===== config.mk =====
export PLATFORM = sky130hd
export DESIGN_NAME = gtra_uarg
export DESIGN_NICKNAME = d
export VERILOG_FILES = /design/src/rtl/gtra_pkg.sv /design/src/rtl/gtra_uarg.sv
export SDC_FILE = /design/constraint.sdc
export NUM_CORES = 2
export LEC_CHECK = 0
export BUFFER_PORTS_ARGS = -buffer_cell sky130_fd_sc_hd__buf_2
export CORE_UTILIZATION = 43
export DETAILED_ROUTE_END_ITERATION = 6
export GPL_ROUTABILITY_DRIVEN = 0
export GPL_TIMING_DRIVEN = 1
export SYNTH_ARGS = -nofsm -noshare
export SYNTH_HDL_FRONTEND = slang
export SYNTH_SLANG_ARGS = --single-unit

===== constraint.sdc =====
create_clock -name i_clk -period 9.4 [get_ports i_clk]
set_input_delay 0.47 -clock i_clk [delete_from_list [all_inputs] [get_ports i_clk]]
set_output_delay 0.47 -clock i_clk [all_outputs]
set_load 0.02 [all_outputs]

===== src/rtl/gtra_pkg.sv =====
// Shared constants and types for the GELU (tanh form) pipeline.
// Depends on nothing; every module file imports it.
package gtra_pkg;

    localparam int FRAC_BITS = 16;
    localparam int QB        = 24;
    localparam int QSH       = QB - FRAC_BITS;

    localparam logic [63:0] QONE    = 64'd1 << QB;
    localparam logic [63:0] K_CUBIC = 64'd750193;
    localparam logic [63:0] K_SCALE = 64'd13386282;
    localparam logic [63:0] U_MAX   = 64'd5 * QONE;
    localparam logic [31:0] BIG_MAG = 32'd8 << FRAC_BITS;

    localparam int DIV_STAGES = 13;
    localparam int Q_BITS     = 2 * DIV_STAGES;

    typedef struct packed {
        logic        neg;
        logic [31:0] mag;
        logic        last;
    } t_side;

    typedef struct packed {
        logic  valid;
        t_side side;
    } t_ctl;

endpackage


===== src/rtl/gtra_uarg.sv =====
// Six-stage front end: |x|, then u = 0.79788458*x*(1+0.044715*x^2) clamped, then u^2.
// Depends on gtra_pkg.
module gtra_uarg (
    input  logic               i_clk,
    input  logic               i_rst_n,
    input  logic               i_en,
    input  logic               i_valid,
    input  logic [31:0]        i_x,
    input  logic               i_last,
    output gtra_pkg::t_ctl     o_ctl,
    output logic [26:0]        o_um,
    output logic [28:0]        o_v2
);
    import gtra_pkg::*;

    t_ctl        r_ctl1, r_ctl2, r_ctl3, r_ctl4, r_ctl5, r_ctl6;
    logic [26:0] r_m1, r_m2, r_m3;
    logic        r_big1, r_big2, r_big3, r_big4;
    logic [29:0] r_x2;
    logic [25:0] r_t;
    logic [28:0] r_t2;
    logic [26:0] r_um5, r_um6;
    logic [28:0] r_v2;

    logic [31:0] n_mag;
    logic [53:0] n_sq;
    logic [49:0] n_cub;
    logic [52:0] n_tm;
    logic [52:0] n_sc;
    logic [28:0] n_u;
    logic [53:0] n_usq;

    always_comb begin
        n_mag = i_x[31] ? (~i_x + 32'd1) : i_x;
        n_sq  = 54'(r_m1) * 54'(r_m1);
        n_cub = 50'(r_x2) * 50'(K_CUBIC);
        n_tm  = 53'(r_t) * 53'(r_m3);
        n_sc  = 53'(r_t2) * 53'(K_SCALE);
        n_u   = 29'(n_sc >> QB);
        n_usq = 54'(r_um5) * 54'(r_um5);
    end

    always_ff @(posedge i_clk) begin
        if (!i_rst_n) begin
            r_ctl1.valid <= 1'b0;
            r_ctl2.valid <= 1'b0;
            r_ctl3.valid <= 1'b0;
            r_ctl4.valid <= 1'b0;
            r_ctl5.valid <= 1'b0;
            r_ctl6.valid <= 1'b0;
        end else if (i_en) begin
            r_ctl1.valid <= i_valid;
            r_ctl2.valid <= r_ctl1.valid;
            r_ctl3.valid <= r_ctl2.valid;
            r_ctl4.valid <= r_ctl3.valid;
            r_ctl5.valid <= r_ctl4.valid;
            r_ctl6.valid <= r_ctl5.valid;
        end
    end

    always_ff @(posedge i_clk) begin
        if (i_en) begin
            r_ctl1.side <= '{neg: i_x[31], mag: n_mag, last: i_last};
            // Only the low bits matter when the magnitude is below eight.
            r_m1   <= 27'(n_mag) << QSH;
            r_big1 <= (n_mag >= BIG_MAG);

            r_ctl2.side <= r_ctl1.side;
            r_m2   <= r_m1;
            r_big2 <= r_big1;
            r_x2   <= 30'(n_sq >> QB);

            r_ctl3.side <= r_ctl2.side;
            r_m3   <= r_m2;
            r_big3 <= r_big2;
            r_t    <= 26'(n_cub >> QB) + 26'(QONE);

            r_ctl4.side <= r_ctl3.side;
            r_big4 <= r_big3;
            r_t2   <= 29'(n_tm >> QB);

            r_ctl5.side <= r_ctl4.side;
            if (r_big4 || (n_u > 29'(U_MAX))) begin
                r_um5 <= 27'(U_MAX);
            end else begin
                r_um5 <= 27'(n_u);
            end

            r_ctl6.side <= r_ctl5.side;
            r_um6 <= r_um5;
            r_v2  <= 29'(n_usq >> QB);
        end
    end

    assign o_ctl = r_ctl6;
    assign o_um  = r_um6;
    assign o_v2  = r_v2;
endmodule


# [Word-level counts from Yosys, hierarchy flattened]
# Index checks and enable logic that the tools add are counted.
[word_totals] mem_bits_rw=0 n_memories=0 reg_bits=439 output_inout_bits=91 word_cells=49 latchBits=0 rom_bits=0 in_bits=37
[op_classes] div=0 mux=1 mul=5 reduce_logical=1 n_shift=0 add_sub_neg=2 n_lt_le_gt_ge=2 eq_ne=0 n_bitwise=1
[op_table] operator="$mul 27x27->53" count=1
[op_table] operator="$mul 29x23->52 const B" count=1
[op_table] operator="$mul 30x20->50 const B" count=1
[op_table] operator="$mul 26x19->45" count=1
[op_table] operator="$mul 19x19->38" count=1
[op_table] operator="$add 32x1->32 const B" count=1
[op_table] operator="$ge 32x20->1 const B" count=1
[op_table] operator="$mux 32" count=1
[op_table] operator="$not 32->32" count=1
[op_table] operator="$gt 29x27->1 const B" count=1
[op_table] operator="$add 26x25->26 const B" count=1
[op_table] operator="$logic_or 1x1->1" count=1

# [Depth between registers and ports, before layout]
[logic_depth] depth_word=4 ltp_mapped=28 mapped_depth_nobuf=26

# [Least setup slack after synthesis]
# OpenSTA, ideal clock, no wires.
[synth_timing] kind="reg-to-reg" startpoint="register r_um5[17]" endpoint="register r_v2[27], in the netlist o_v2[27], data pin" required_ps=9138 synth_period_minus_slack_ps=7115 path_stages_with_launch=26 path_buffers=1 arrival_time_ps=6853 slack_ps=2285 setup_ps=262 path_cell_list="edfxtp_1 -> clkbuf_1 -> nand2_1 -> fa_1 -> inv_1 -> fa_1 -> fa_1 -> inv_1 -> fa_1 -> inv_1 -> fa_1 -> inv_1 -> fa_1 -> inv_1 -> fa_1 -> ha_1 -> a21o_1 -> a21o_1 -> a211o_1 -> a221oi_2 -> and3b_1 -> o2111ai_1 -> nand3_1 -> a31oi_2 -> o21bai_1 -> xor2_1"
[synth_via] elab_chain_len=1
[synth_rtl] item="start: declaration" line="gtra_uarg.sv:22" source="logic [26:0] r_um5, r_um6;"
[synth_rtl] item="start signal: assignment" line="gtra_uarg.sv:84" source="r_um5 <= 27'(U_MAX);"
[synth_rtl] item="start signal: assignment" line="gtra_uarg.sv:86" source="r_um5 <= 27'(n_u);"
[synth_rtl] item="$mul 27x27->53" line="gtra_uarg.sv:40" source="n_usq = 54'(r_um5) * 54'(r_um5);"
[synth_rtl] item="named net n_usq[51]" line="gtra_uarg.sv:31" source="logic [53:0] n_usq;"
[synth_rtl] item="end signal: assignment" line="gtra_uarg.sv:91" source="r_v2 <= 29'(n_usq >> QB);"
[synth_rtl] item="end: declaration" line="gtra_uarg.sv:23" source="logic [28:0] r_v2;"
# The timed path passes the listed nets, and every way through them passes these cells.
# A chain may end at the register's enable or synchronous reset.

# [Final worst setup path]
[layout_timing] startpoint="register r_um5[10]" endpoint="register r_v2[27], in the netlist o_v2[27], data pin"
# Same word-level chain as after synthesis.

==> metrics.md <==
| Metric | Value |
|---|---|
| Status | complete, but fails checks |
| Failing checks | DRC |
| # DRC | 48 |
| Fill count | 16400 |
| Worst-path cell chain | nand2_1 -> fa_1 -> inv_1 -> fa_1 -> inv_1 -> fa_1 -> fa_1 -> inv_1 -> fa_1 -> inv_1 -> fa_1 -> inv_1 -> fa_1 -> ha_1 -> nand4_1 -> nor2_1 -> a211o_1 -> a221oi_2 -> and3b_1 -> o2111ai_1 -> nand3_1 -> a31oi_2 -> o21bai_1 -> xor2_1 |
| Dpl hpwl | 152000 µm |
| Net Count, Synth | 10000 |
| CTS buffer count | 48 |
| Clock Tree Root | clkbuf_16 |
| Via Count | 48700 |
| FFs w/ async S/R, synth | 0 |
| Seq/Total Area, Yosys | 0.149 |
| Starting density of the core | 0.433 |
| Critical path type | flop to flop |
| Largest net degree at the start of global routing | 143 |
| Max-slew violation count | 0 |
| Yosys reg bits | 382 |
| Routed len/inst | 18.6 µm |
| # clock sinks | 382 |
| Routed Antenna Nets | 0 |
| Nets | 10100 |
| Yosys top cell area share | 0.420 |
| Die extent in x | 424 µm |
| Worst Path Required | 9.82 ns |
| GRT Total Usage | 0.211 |
| Worst-Margin Slew | 1.28 ns |
| Synthesized area per cell | 10.4 µm² |
| Critical path's top delay family | adder cells |
| Area contributors post-synth | fa_1 42%, ha_1 16%, edfxtp_1 15% |
| Crit start category | flop |
| Core area | 176000 µm² |
| First-pass GRT wire length | 295000 µm |
| Share of layout cells above drive strength 1 | 0.0441 |
| Vias in the first global route | 54000 |
| Fin Setup TNS | 0 ns |
| Number of enable flip-flop cells after synthesis | 376 |
| Final setup viols | 0 |
| Syn. warnings | 0 |
| CTS tree | done |
| Non-Filler Instances | 9825 |
| Syn-to-layout area delta | 6.71% |
| WP data arrival | 9.06 ns |
| Congestion Overflow GR | 0 |
| Rows | 154 |
| Largest stage delay, worst path | 1.20 ns |
| Final worst path period share | 0.918 |
| Clock tree buffer depth | 3 |
| Dominant cell type by area after synthesis | fa_1 |
| Top FF cell, synth | edfxtp_1 |
| Starting DRT DRC Count | 2848 |
| H-tree levels | 2 |
| Vias/cell | 4.96 |
| DIE AREA | 179000 µm² |
| Min Hold Slack | 0.0870 ns |
| Layout Skew | 0.0652 ns |
| Max-cap viol count | 0 |
| RSZ-0062 raised after global routing | no |
| Drt first pass iters | 7 |
| Slowest CP cell | edfxtp_1 |
| Buf+Inv Stages, Crit Path | 5 |
| Max transition margin | 0.144 |
| Hold Path Class | input port to flop |
| Worst Setup Slack, final | 0.766 ns |
| Port Buffer Count | 127 |
| Antenna violations before repair | 2 |
| Synth Instances | 7371 |
| Hold Fails Final Rpt | 0 |
| Worst setup EP type | flop |
| CP Max Fanout | 25 |
| Cell variety after synth | 81 |
| Total Wirelength | 182000 µm |
| Worst skew pair latency | 0.68 ns |
| Setup slack at placement | 0.639 ns |
| Worst R2R Setup Slack | 0.77 ns |
| FMAX | 116 MHz |
| Cell occurring most often along the worst timing path | fa_1 |
| Mapped cell area | 76400 µm² |
| Die height | 424 µm |
| Clock-pin slew of the registers on the worst-case setup and hold paths | 0.06 ns |
| Post-route minimum period | 8.63 ns |
| I/O pin count | 128 |
| Dpl cells | 9731 |
## metrics by stage
| stage | utilization | cell area [µm²] |
|---|---|---|
| floorplan | - | 76400 |
| global placement | 0.453 | 79900 |
| detailed placement | 0.453 | 79900 |
| CTS | 0.462 | 81500 |
| global route | 0.462 | 81500 |
| finish | 0.462 | 81500 |
## cell type report
| class | instances | area [µm²] | share of cell area |
|---|---|---|---|
| multi-input cells | 4708 | 56400 | 0.692 |
| flip-flops and latches | 382 | 11400 | 0.140 |
| repair buffers | 220 | 1360 | 0.0167 |
| clock buffers | 55 | 1230 | 0.0151 |
| diodes | 5 | 12.5 | 0.000153 |
| well taps | 2340 | 2930 | 0.0359 |
| inverters | 2083 | 7820 | 0.0959 |
| clock inverters | 32 | 357 | 0.00437 |
## per-layer routing
metal  share of wire  track usage  vias up  routed length [µm]
li1                -            -    22400                   -
met1            0.44        0.281    24900               79400
met5               0            0        -                   0
met3           0.048       0.0242      253                8760
met4           0.027       0.0544        0                4880
met2            0.49        0.363     1163               89400
## what timing repair did
| action | CTS | global route |
|---|---|---|
| endpoints found under the setup margin | 0 | 0 |
| setup buffers | 0 | 0 |
| hold endpoints to repair | 2 | 0 |
| resized for setup | 0 | 0 |
| hold buffers | 2 | 0 |
## placed cells by master (no fill, tap or decap), drive strengths merged, types with 15 or more instances in the layout
cell type  count
nor3          28
a21oi        131
clkbuf        55
o31ai         15
inv         2090
ha          1007
and2         351
nand2        697
fa          1604
xnor2        143
nand2b        16
nor2         169
nand3         38
clkinv        18
edfxtp       376
o21a          18
a31oi         15
xor2          57
nor2b         38
and3          18
nand4         31
o21ai         83
a21o          80
buf          218
## flip-flops by register name, summed over array words and instances (netlist names), 26 cells and up
register	flops
r_ctl1	35
r_ctl2	35
r_t	26
r_t2	29
r_x2	30
r_ctl3	35
o_ctl	35
r_ctl5	35
r_um5	27
r_ctl4	35
o_um	27
o_v2	29
## Yosys cell counts, drive strengths merged (6+ instances only)
cell type / instances
edfxtp: 376
o21a: 18
and2: 351
nor3: 28
a31oi: 15
mux2i: 6
nand3: 38
o31ai: 15
ha: 1007
a211oi: 11
xor2: 57
o21ai: 83
nor2b: 38
nor2: 169
inv: 2081
a21o: 80
dfxtp: 6
nor4: 10
nand4: 31
and3: 18
xnor2: 143
a211o: 6
a221oi: 7
fa: 1604
o2111ai: 7
or3: 10
a21oi: 131
and4: 6
nand2b: 16
o21bai: 14
o211ai: 13
nand2: 697
clkbuf: 194
## tightest hold or removal path, cell delays in order
cell and delay, ns:
buf_2 0.07, mux2i_1 0.05, nor2b_1 0.09
## worst paths after layout
kind	startpoint	endpoint	cells past startpoint
worst max-delay path	r_um5[10]	o_v2[27]	24
worst min-delay path	i_valid	r_ctl1[34]	3
worst max register to register	r_um5[10]	o_v2[27]	24
worst min register to register	r_ctl4[12]	r_ctl5[12]	0
## cells by family after synthesis
| logic type | share of synthesized area |
|---|---|
| adders and majority gates | 0.585 |
| buffers and inverters | 0.112 |
| and+or+nand+nor | 0.0889 |
| AOI/OAI and AO/OA | 0.0397 |
| DFF | 0.149 |
| xor gates and xnor gates | 0.0233 |
| muxes | 0.00123 |
Power is not shown: default switching activity piles up to over one toggle a cycle in this logic, so the estimate is an artifact.
